===== src/sv/sap_pkg.sv =====
`timescale 1ns / 1ps
`default_nettype none

package sap_pkg;

	// result kinds carried on the output channel
	typedef enum logic [1:0] {
		K_KEY  = 2'd0,
		K_VAL  = 2'd1,
		K_ERR  = 2'd2,
		K_DONE = 2'd3
	} kind_t;

	// two-byte tag codes, first byte in the low half
	localparam logic [15:0] TAG_ARRAY  = 16'h3a61;
	localparam logic [15:0] TAG_STRING = 16'h3a73;
	localparam logic [15:0] TAG_DOUBLE = 16'h3a64;
	localparam logic [15:0] TAG_INT    = 16'h3a69;
	localparam logic [15:0] TAG_NULL   = 16'h3b4e;

	// characters the parser looks for
	localparam logic [7:0] CH_NUL    = 8'h00;
	localparam logic [7:0] CH_ZERO   = 8'h30;
	localparam logic [7:0] CH_NINE   = 8'h39;
	localparam logic [7:0] CH_SEMI   = 8'h3b;
	localparam logic [7:0] CH_QUOTE  = 8'h22;
	localparam logic [7:0] CH_LBRACE = 8'h7b;

	// one result item
	typedef struct packed {
		kind_t      kind;
		logic [7:0] out_byte;
		logic       field_end;
		logic       empty_field;
	} out_item_t;

endpackage

`default_nettype wire


===== src/sv/sap_in_if.sv =====
`timescale 1ns / 1ps
`default_nettype none

interface sap_in_if;
	logic       valid;
	logic       ready;
	logic [7:0] in_byte;
	logic       in_last;

	modport source (output valid, output in_byte, output in_last, input ready);
	modport sink (input valid, input in_byte, input in_last, output ready);
endinterface

`default_nettype wire


===== src/sv/sap_out_if.sv =====
`timescale 1ns / 1ps
`default_nettype none

interface sap_out_if;
	logic          valid;
	logic          ready;
	sap_pkg::kind_t kind;
	logic [7:0]    out_byte;
	logic          field_end;
	logic          empty_field;

	modport source (output valid, output kind, output out_byte, output field_end,
		output empty_field, input ready);
	modport sink (input valid, input kind, input out_byte, input field_end,
		input empty_field, output ready);
endinterface

`default_nettype wire


===== src/sv/serialized_array_parser.sv =====
`timescale 1ns / 1ps
`default_nettype none

// Channel   Dir  Payload                                   Request
// in_ch     in   in_byte[7:0], in_last                     one text byte
// out_ch    out  kind[1:0], out_byte[7:0], field_end,      one key/value byte,
//                empty_field                               error or completion
//
// One byte is accepted per clock; the parse step runs in the cycle of acceptance
// and its 0 to 2 results enter a four-entry result queue.
// in_ch.ready is high while the queue has room for two results, so the rate is one
// byte per cycle unless out_ch stalls or bytes that yield two results pile up.
// A result leaves the queue no earlier than the cycle after its byte was taken.
// arst_n clears the parser state and empties the queue; no clearing pass is needed.
module serialized_array_parser #(
	parameter int LEN_BITS   = 20,
	parameter int COUNT_BITS = 16
) (
	input  wire        clk,
	input  wire        arst_n,
	sap_in_if.sink     in_ch,
	sap_out_if.source  out_ch
);

	localparam int FIFO_DEPTH = 4;
	localparam int PTR_W      = 2;
	localparam int CNT_W      = 3;

	typedef enum logic [3:0] {
		PH_TAG0  = 4'd0,
		PH_TAG1  = 4'd1,
		PH_ADIG  = 4'd2,
		PH_ASEEK = 4'd3,
		PH_SDIG  = 4'd4,
		PH_SSEEK = 4'd5,
		PH_SBODY = 4'd6,
		PH_NUM   = 4'd7,
		PH_DONE  = 4'd8
	} phase_t;

	// parser state
	phase_t                phase_q, phase_d;
	logic [7:0]            tag_q, tag_d;
	logic [COUNT_BITS-1:0] pairs_q, pairs_d;
	logic                  expect_q, expect_d;
	logic [LEN_BITS-1:0]   bytes_q, bytes_d;
	logic [1:0]            skip_q, skip_d;

	// result queue
	sap_pkg::out_item_t fifo_q [FIFO_DEPTH];
	logic [PTR_W-1:0]   wr_ptr_q, rd_ptr_q;
	logic [CNT_W-1:0]   count_q;

	logic               acc, pop;
	logic               main_v, last_v, finish, seek_a, seek_s;
	sap_pkg::out_item_t main_r, last_r, res0, res1;
	logic [1:0]         n_push;
	sap_pkg::kind_t     kind_c;
	logic               digit;
	logic [3:0]         digit_val;
	logic [15:0]        code;
	logic [COUNT_BITS+3:0] pairs_w, pairs_acc;
	logic [LEN_BITS+3:0]   bytes_w, bytes_acc;
	logic [LEN_BITS-1:0]   bytes_dec;

	assign acc = in_ch.valid && in_ch.ready;
	assign pop = out_ch.valid && out_ch.ready;
	assign in_ch.ready = count_q <= CNT_W'(FIFO_DEPTH - 2);

	// decode helpers
	assign digit     = (in_ch.in_byte >= sap_pkg::CH_ZERO) && (in_ch.in_byte <= sap_pkg::CH_NINE);
	assign digit_val = 4'(in_ch.in_byte - sap_pkg::CH_ZERO);
	assign kind_c    = expect_q ? sap_pkg::K_VAL : sap_pkg::K_KEY;
	assign code      = {in_ch.in_byte, tag_q};

	// accumulate one decimal digit: acc*10 = acc*8 + acc*2
	assign pairs_w   = {4'd0, pairs_q};
	assign pairs_acc = (pairs_w << 3) + (pairs_w << 1) + {{COUNT_BITS{1'b0}}, digit_val};
	assign bytes_w   = {4'd0, bytes_q};
	assign bytes_acc = (bytes_w << 3) + (bytes_w << 1) + {{LEN_BITS{1'b0}}, digit_val};
	assign bytes_dec = bytes_q - LEN_BITS'(1);

	// one parse step on the offered byte
	always_comb begin
		phase_d  = phase_q;
		tag_d    = tag_q;
		pairs_d  = pairs_q;
		expect_d = expect_q;
		bytes_d  = bytes_q;
		skip_d   = skip_q;
		main_v   = 1'b0;
		main_r   = '{kind: sap_pkg::K_KEY, out_byte: 8'd0, field_end: 1'b0, empty_field: 1'b0};
		last_v   = 1'b0;
		last_r   = '{kind: sap_pkg::K_KEY, out_byte: 8'd0, field_end: 1'b0, empty_field: 1'b0};
		finish   = 1'b0;
		seek_a   = 1'b0;
		seek_s   = 1'b0;

		case (phase_q)
			PH_TAG0: begin
				if (skip_q != 2'd0) begin
					skip_d = skip_q - 2'd1;
				end else if (in_ch.in_byte == sap_pkg::CH_NUL) begin
					main_v      = 1'b1;
					main_r.kind = sap_pkg::K_DONE;
					phase_d     = PH_DONE;
				end else begin
					tag_d   = in_ch.in_byte;
					phase_d = PH_TAG1;
				end
			end
			PH_TAG1: begin
				if (code == sap_pkg::TAG_ARRAY) begin
					pairs_d  = '0;
					expect_d = 1'b0;
					phase_d  = PH_ADIG;
				end else if (code == sap_pkg::TAG_STRING) begin
					bytes_d = '0;
					phase_d = PH_SDIG;
				end else if (code == sap_pkg::TAG_DOUBLE || code == sap_pkg::TAG_INT) begin
					bytes_d = '0;
					phase_d = PH_NUM;
				end else if (code == sap_pkg::TAG_NULL && expect_q) begin
					main_v             = 1'b1;
					main_r.kind        = sap_pkg::K_VAL;
					main_r.field_end   = 1'b1;
					main_r.empty_field = 1'b1;
					finish             = 1'b1;
				end else begin
					main_v      = 1'b1;
					main_r.kind = sap_pkg::K_ERR;
					phase_d     = PH_DONE;
				end
			end
			PH_ADIG: begin
				if (digit) begin
					pairs_d = pairs_acc[COUNT_BITS-1:0];
					if (pairs_acc[COUNT_BITS+3:COUNT_BITS] != 4'd0) begin
						main_v      = 1'b1;
						main_r.kind = sap_pkg::K_ERR;
						phase_d     = PH_DONE;
					end
				end else begin
					seek_a = 1'b1;
				end
			end
			PH_ASEEK: seek_a = 1'b1;
			PH_SDIG: begin
				if (digit) begin
					bytes_d = bytes_acc[LEN_BITS-1:0];
					if (bytes_acc[LEN_BITS+3:LEN_BITS] != 4'd0) begin
						main_v      = 1'b1;
						main_r.kind = sap_pkg::K_ERR;
						phase_d     = PH_DONE;
					end
				end else begin
					seek_s = 1'b1;
				end
			end
			PH_SSEEK: seek_s = 1'b1;
			PH_SBODY: begin
				bytes_d          = bytes_dec;
				main_v           = 1'b1;
				main_r.kind      = kind_c;
				main_r.out_byte  = in_ch.in_byte;
				main_r.field_end = (bytes_dec == '0);
				if (bytes_dec == '0) begin
					skip_d = 2'd2;
					finish = 1'b1;
				end
			end
			PH_NUM: begin
				// hold the latest byte back so the last one can carry field_end
				if (in_ch.in_byte == sap_pkg::CH_SEMI) begin
					main_v           = 1'b1;
					main_r.kind      = kind_c;
					main_r.field_end = 1'b1;
					if (bytes_q != '0) begin
						main_r.out_byte = tag_q;
					end else begin
						main_r.empty_field = 1'b1;
					end
					bytes_d = '0;
					finish  = 1'b1;
				end else begin
					if (bytes_q != '0) begin
						main_v          = 1'b1;
						main_r.kind     = kind_c;
						main_r.out_byte = tag_q;
					end
					tag_d   = in_ch.in_byte;
					bytes_d = LEN_BITS'(1);
				end
			end
			default: phase_d = PH_DONE;
		endcase

		// look for the brace after the pair count
		if (seek_a) begin
			phase_d = PH_ASEEK;
			if (in_ch.in_byte == sap_pkg::CH_LBRACE) begin
				if (pairs_q == '0) begin
					skip_d = 2'd1;
				end
				phase_d = PH_TAG0;
			end
		end

		// look for the opening quote after the string length
		if (seek_s) begin
			phase_d = PH_SSEEK;
			if (in_ch.in_byte == sap_pkg::CH_QUOTE) begin
				if (bytes_q == '0) begin
					main_v             = 1'b1;
					main_r.kind        = kind_c;
					main_r.field_end   = 1'b1;
					main_r.empty_field = 1'b1;
					skip_d             = 2'd2;
					finish             = 1'b1;
				end else begin
					phase_d = PH_SBODY;
				end
			end
		end

		// close an element: flip key/value, count down pairs, skip the closing brace
		if (finish) begin
			expect_d = ~expect_q;
			if (pairs_q != '0 && expect_q) begin
				pairs_d = pairs_q - COUNT_BITS'(1);
				if (pairs_q == COUNT_BITS'(1) && skip_d != 2'd3) begin
					skip_d = skip_d + 2'd1;
				end
			end
			phase_d = PH_TAG0;
		end

		// end of buffer: report and start afresh
		if (in_ch.in_last) begin
			if (phase_d == PH_NUM) begin
				last_v      = 1'b1;
				last_r.kind = sap_pkg::K_ERR;
			end else if (phase_d != PH_DONE) begin
				last_v      = 1'b1;
				last_r.kind = sap_pkg::K_DONE;
			end
			phase_d  = PH_TAG0;
			tag_d    = 8'd0;
			pairs_d  = '0;
			expect_d = 1'b0;
			bytes_d  = '0;
			skip_d   = 2'd0;
		end
	end

	// pack up to two results in order
	assign res0   = main_v ? main_r : last_r;
	assign res1   = last_r;
	assign n_push = {1'b0, main_v} + {1'b0, last_v};

	// advance parser state on each request
	always_ff @(posedge clk or negedge arst_n) begin
		if (!arst_n) begin
			phase_q  <= PH_TAG0;
			tag_q    <= 8'd0;
			pairs_q  <= '0;
			expect_q <= 1'b0;
			bytes_q  <= '0;
			skip_q   <= 2'd0;
		end else if (acc) begin
			phase_q  <= phase_d;
			tag_q    <= tag_d;
			pairs_q  <= pairs_d;
			expect_q <= expect_d;
			bytes_q  <= bytes_d;
			skip_q   <= skip_d;
		end
	end

	// queue pointers and fill count
	always_ff @(posedge clk or negedge arst_n) begin
		if (!arst_n) begin
			wr_ptr_q <= '0;
			rd_ptr_q <= '0;
			count_q  <= '0;
		end else begin
			if (acc) begin
				wr_ptr_q <= wr_ptr_q + PTR_W'(n_push);
			end
			if (pop) begin
				rd_ptr_q <= rd_ptr_q + PTR_W'(1);
			end
			count_q <= count_q + (acc ? CNT_W'(n_push) : CNT_W'(0)) - CNT_W'(pop);
		end
	end

	// queue storage
	always_ff @(posedge clk) begin
		if (acc && n_push != 2'd0) begin
			fifo_q[wr_ptr_q] <= res0;
		end
		if (acc && n_push == 2'd2) begin
			fifo_q[wr_ptr_q + PTR_W'(1)] <= res1;
		end
	end

	assign out_ch.valid       = count_q != '0;
	assign out_ch.kind        = fifo_q[rd_ptr_q].kind;
	assign out_ch.out_byte    = fifo_q[rd_ptr_q].out_byte;
	assign out_ch.field_end   = fifo_q[rd_ptr_q].field_end;
	assign out_ch.empty_field = fifo_q[rd_ptr_q].empty_field;

	// queue never overfills
	a_fifo_bound: assert property (@(posedge clk) disable iff (!arst_n)
		count_q <= CNT_W'(FIFO_DEPTH))
		else $error("result queue overfilled");

	// bytes to drop are pending only at a tag position
	a_skip_phase: assert property (@(posedge clk) disable iff (!arst_n)
		skip_q != 2'd0 |-> phase_q == PH_TAG0)
		else $error("skip count outside tag phase");

	// a held number byte is a flag, never a count
	a_num_hold: assert property (@(posedge clk) disable iff (!arst_n)
		phase_q == PH_NUM |-> bytes_q <= LEN_BITS'(1))
		else $error("numeric hold flag out of range");

	// a finished parse stays silent until the end of its buffer
	a_done_quiet: assert property (@(posedge clk) disable iff (!arst_n)
		acc && phase_q == PH_DONE && !in_ch.in_last |=> phase_q == PH_DONE &&
		count_q <= $past(count_q))
		else $error("result after parse end");

endmodule

`default_nettype wire


===== src/flat_wrapper.sv =====
// flat-port wrapper written by rule: the top's interface ports become plain ports
module serialized_array_parser_flat 
#(
	parameter int LEN_BITS   = 20,
	parameter int COUNT_BITS = 16
)
  (clk, arst_n, in_ch_valid, in_ch_in_byte, in_ch_in_last, in_ch_ready, out_ch_valid, out_ch_kind, out_ch_out_byte, out_ch_field_end, out_ch_empty_field, out_ch_ready);
  sap_in_if in_ch_i ();
  sap_out_if out_ch_i ();
  input  wire clk;
  input  wire arst_n;
  input wire logic [$bits(in_ch_i.valid)-1:0] in_ch_valid;
  input wire logic [$bits(in_ch_i.in_byte)-1:0] in_ch_in_byte;
  input wire logic [$bits(in_ch_i.in_last)-1:0] in_ch_in_last;
  output wire logic [$bits(in_ch_i.ready)-1:0] in_ch_ready;
  output wire logic [$bits(out_ch_i.valid)-1:0] out_ch_valid;
  output wire logic [$bits(out_ch_i.kind)-1:0] out_ch_kind;
  output wire logic [$bits(out_ch_i.out_byte)-1:0] out_ch_out_byte;
  output wire logic [$bits(out_ch_i.field_end)-1:0] out_ch_field_end;
  output wire logic [$bits(out_ch_i.empty_field)-1:0] out_ch_empty_field;
  input wire logic [$bits(out_ch_i.ready)-1:0] out_ch_ready;
  assign in_ch_i.valid = in_ch_valid;
  assign in_ch_i.in_byte = in_ch_in_byte;
  assign in_ch_i.in_last = in_ch_in_last;
  assign in_ch_ready = in_ch_i.ready;
  assign out_ch_valid = out_ch_i.valid;
  assign out_ch_kind = out_ch_i.kind;
  assign out_ch_out_byte = out_ch_i.out_byte;
  assign out_ch_field_end = out_ch_i.field_end;
  assign out_ch_empty_field = out_ch_i.empty_field;
  assign out_ch_i.ready = out_ch_ready;
  serialized_array_parser #(.LEN_BITS(LEN_BITS), .COUNT_BITS(COUNT_BITS)) u_core (.clk(clk), .arst_n(arst_n), .in_ch(in_ch_i), .out_ch(out_ch_i));
endmodule

===== config.mk =====
export PLATFORM = sky130hd
export DESIGN_NAME = serialized_array_parser_flat
export DESIGN_NICKNAME = d
export VERILOG_FILES = /design/src/sv/sap_pkg.sv /design/src/sv/sap_in_if.sv /design/src/sv/sap_out_if.sv /design/src/sv/serialized_array_parser.sv /design/src/flat_wrapper.sv
export SDC_FILE = /design/constraint.sdc
export NUM_CORES = 1
export LEC_CHECK = 0
export BUFFER_PORTS_ARGS = -buffer_cell sky130_fd_sc_hd__buf_4
export CAP_MARGIN = 20
export CORE_MARGIN = 4
export CORE_UTILIZATION = 56
export DETAILED_ROUTE_END_ITERATION = 6
export GPL_ROUTABILITY_DRIVEN = 0
export PLACE_DENSITY = 0.79
export SYNTH_ARGS = -nofsm -noshare
export SYNTH_HDL_FRONTEND = slang
export SYNTH_SLANG_ARGS = --single-unit

===== constraint.sdc =====
create_clock -name clk -period 6.3 [get_ports clk]
set_input_delay 1.26 -clock clk [delete_from_list [all_inputs] [get_ports clk]]
set_output_delay 1.26 -clock clk [all_outputs]
set_load 0.05 [all_outputs]

==> summary.txt <==
Placed design
  – Hpwl dp: 17.7 mm
  – Inst Count DP: between 1,000 and 1,500
  – Area after DPL: 9360 µm²
  – IO buf count: 26

Hold path
  – Hold path start: u_core.fifo_q[0][1]
  – Worst Hold Class: reg -> reg

Synth
  – Netlist Area Pre-Place: approximately 9000 µm²
  – Post-synth EDFFs: 8
  – Yosys warning count: 0
  – Largest area contributor in the netlist: dfrtp_1
  – Unique masters post-synth: a little under 90
  – Compound-Gate Fraction of Synth Area: a little over a quarter
  – Mux cell area share after synthesis: 4.58%
  – Largest family of logic cells by synthesized area: compound AO/OA/AOI/OAI gates
  – Yosys reg bits: roughly 110
  – Most common library cells after synthesis: 82 x ha_1, 82 x nor2_1, 79 x o21ai_0, 72 x nand2_1, 58 x dfrtp_1
  – Synth area leaders: dfrtp_1 16%, ha_1 11%, dfxtp_1 8.9%, a22o_1 5.1%, o21ai_0 4.4%
  – Sequential element share of the synthesized area: ~28%
  – Top FF cell, synth: dfrtp_1
  – Adder-Cell Fraction of Synth Area: between 10 and 15%
  – Syn avg cell area: between 8 and 9 µm²
  – Synth top area share: 16.1%
  – Post-synthesis xor/xnor area fraction: under 10%
  – Async set-reset flop share out of synthesis: a little over half
  – Post-synth net total: 1,140
  – Number of cells produced by synthesis: approximately 1,000
  – Post-synthesis simple-gate area fraction: 21.9%

Global route
  – GR met3 Demand/Resource: between 3 and 4%
  – First-pass GRT wire length: roughly 40 mm
  – GRT Residual Overflow: 0
  – Largest net degree at the start of global routing: 59
  – GRT Overall Usage: about 27%
  – Vias in the first global route: 8,053
  – Busiest metal layer after global routing: met2
  – M1 GR Usage: roughly two fifths
  – Routing usage on met2: a little over two fifths
  – Initial antenna violation count: 0

Timing
  – Hold Violations, Final: 0
  – Setup violations, final: 0
  – Fin crit share: a little over nine tenths
  – Max Slew Vio Count: 0
  – Unrepaired setup endpoints after global routing: no
  – Min cycle time layout: just under 6 ns
  – Worst slew pin tran: 1.10 ns
  – Rel. slew slack: roughly a quarter
  – Fin Setup TNS: 0 ns
  – Clock skew: 0.0121 ns
  – Fmax: between 0.15 and 0.2 GHz

Clocking
  – Postcts setup bufs: 0
  – Clock Sinks: around 110
  – Hold_buf cts: 0
  – Clock Latency Late Sink: between 0.3 and 0.4 ns
  – Clock Path Buffers: 2
  – CTS tree: done
  – Clk root buf: clkbuf_16
  – Clock Pin Slew Worst Setup and Hold Paths: 0.08 ns
  – CTS buffer count: 9
  – Quantity of gates resized following cts: 0
  – H-tree depth: 3

Drt
  – Vias: roughly 8,500
  – Starting DRC count in detailed routing: between 1,000 and 1,500
  – Post-DRT Antenna Nets: 0
  – Vias per cell: 6.70
  – Routed len/inst: about 19 µm
  – DRC: 0
  – Final WL: between 20 and 25 mm
  – First-pass iteration count of the detailed router: 6

Die
  – Core Area: roughly 16,000 µm²
  – Die footprint: 18,200 µm²
  – Die W: between 100 and 150 µm
  – I/O pin count: 27
  – # rows: 46
  – Initial Util: 56.9%
  – DIE HEIGHT: roughly 130 µm

Finish
  – Diodes inserted: 0
  – FF+latch area: between 2000 and 2500 µm²
  – Design area: between 9000 and 10,000 µm²
  – Layout cells sized above 1: between 9 and 10%
  – Area growth syn-to-layout: 7.27%
  – Post-Layout Cell Count: about 1,300
  – Filler cells: about 1,400
  – Footprint of the multi-input gates: 6180 µm²
  – Post-Route Utilization: 61.1%
  – Nets: between 1,000 and 1,500

Setup path
  – Worst-path maximum fanout: 11
  – CP Capture Type: flop
  – Buf/Inv on CP: 3
  – Worst-path cell chain: buf_4 > inv_1 > fa_1 > fa_1 > nand2b_1 > a21oi_1 > o211ai_1 > nor2b_1 > o211a_1 > a31oi_1 > nand3b_1 > or4b_1 > ha_1 > nand2b_1 > nor3_1 > a21oi_1 > inv_1
  – WP data required: roughly 6.4 ns
  – Slowest-stage cell, CP: a21oi_1
  – Critical Path Source: in_ch_in_byte[3]
  – Worst Path Class, Setup: in -> reg
  – CP max stage delay: 0.87 ns
  – R2R Path Start: u_core.pairs_q[0]
  – CP delay by family, top: compound AO/OA/AOI/OAI gates
  – Critical path data arrival time: around 6.0 ns
  – Crit path launch type: input port

Power and ir drop
  – Peak VDD IR: around 0.16 mV
  – PD cells: about 210 nW/µm²
  – Lkg Pwr: around 0.0044 µW

Flow run
  – Reported max-cap violation count: 0

Outcome
  – Status: complete, no violations
-- layer usage --
layer  up-vias  part of all wire, %
met1      4042                   45
met4         0                  2.5
met5         -                    0
li1       3994                    -
met3        43                  7.5
met2       374                   45
-- cell usage in the layout, fill, tap and decap left out, drive strengths merged, types with 12 or more instances in the layout --
master | netlist | routed
dfxtp | 40 | 40
a21o | 18 | 18
a211oi | 13 | 13
nor4 | 14 | 14
xnor2 | 14 | 14
nor3b | 12 | 12
nor2b | 14 | 14
o21ai | 80 | 80
a22o | 53 | 53
nor2 | 85 | 85
mux4 | 12 | 12
nand2 | 73 | 73
a21oi | 55 | 55
nand4 | 16 | 16
xor2 | 18 | 18
and3 | 13 | 13
ha | 82 | 82
and2 | 12 | 12
mux2i | 12 | 12
buf | 13 | 41
inv | 31 | 34
nor3 | 34 | 34
o31ai | 25 | 25
dfrtp | 58 | 58
nand3 | 43 | 43
-- cell type report --
type,instances,area share [%]
Multi-Input combinational cell,852,63.9
Sequential cell,106,25.8
Clock inverter,7,0.828
Clock buffer,9,2.33
Timing Repair Buffer,41,3.18
Inverter,31,1.20
Tap cell,216,2.80
-- registers in the layout, indices dropped and copies added, names as in the netlist --
signal,flops
u_core.bytes_q,20
u_core.count_q,3
u_core.expect_q,1
u_core.fifo_q,48
u_core.pairs_q,16
u_core.phase_q,4
u_core.rd_ptr_q,2
u_core.skip_q,2
u_core.tag_q,8
u_core.wr_ptr_q,2
-- tightest hold or removal path: cells and delay by family, from the launching register on --
family,cells,cell delay [ns]
AOI/OAI and AO/OA,1,0.06
DFF,1,0.34
and+or+nand+nor,1,0.05
-- kinds of logic (layout without fill, tap and decap cells) --
family,after synthesis,count (layout)
AO/OA/AOI/OAI,338,338
XOR/XNOR,32,32
adder cells (fa/ha/maj),87,87
buffers and inverters,82,88
flip-flops,106,106
multiplexers,26,26
AND/OR/NAND/NOR,369,369
-- where the power goes --
part,total (µW),switching [µW],internal [µW]
clock,580,297,283
sequential,879,133,746
combinational,601,364,237
-- through the flow --
step | worst slack, ns | total power [µW] | hold slack [ns]
after floorplan | 0.178 | 1320 | 0.420
after global placement | 0.141 | 1470 | 0.437
after detailed placement | 0.0261 | 1480 | 0.442
after CTS | 0.406 | 2060 | 0.476
after global routing | 0.00369 | 2160 | 0.490
final | 0.346 | 2060 | 0.471
-- worst paths after layout --
| kind | to | slack (ns) | depth (start not counted) |
|---|---|---|---|
| min in group asynchronous | u_core.bytes_q[16] | 0.98 | 1 |
| setup reg to reg | u_core.fifo_q[1][11] | 0.88 | 16 |
| setup / recovery | u_core.fifo_q[1][11] | 0.35 | 17 |
| max in group asynchronous | u_core.rd_ptr_q[1] | 4.81 | 1 |
| hold / removal | u_core.fifo_q[0][1] | 0.47 | 2 |
| hold reg to reg | u_core.fifo_q[0][1] | 0.47 | 2 |
(Power assumes the default switching activity.)
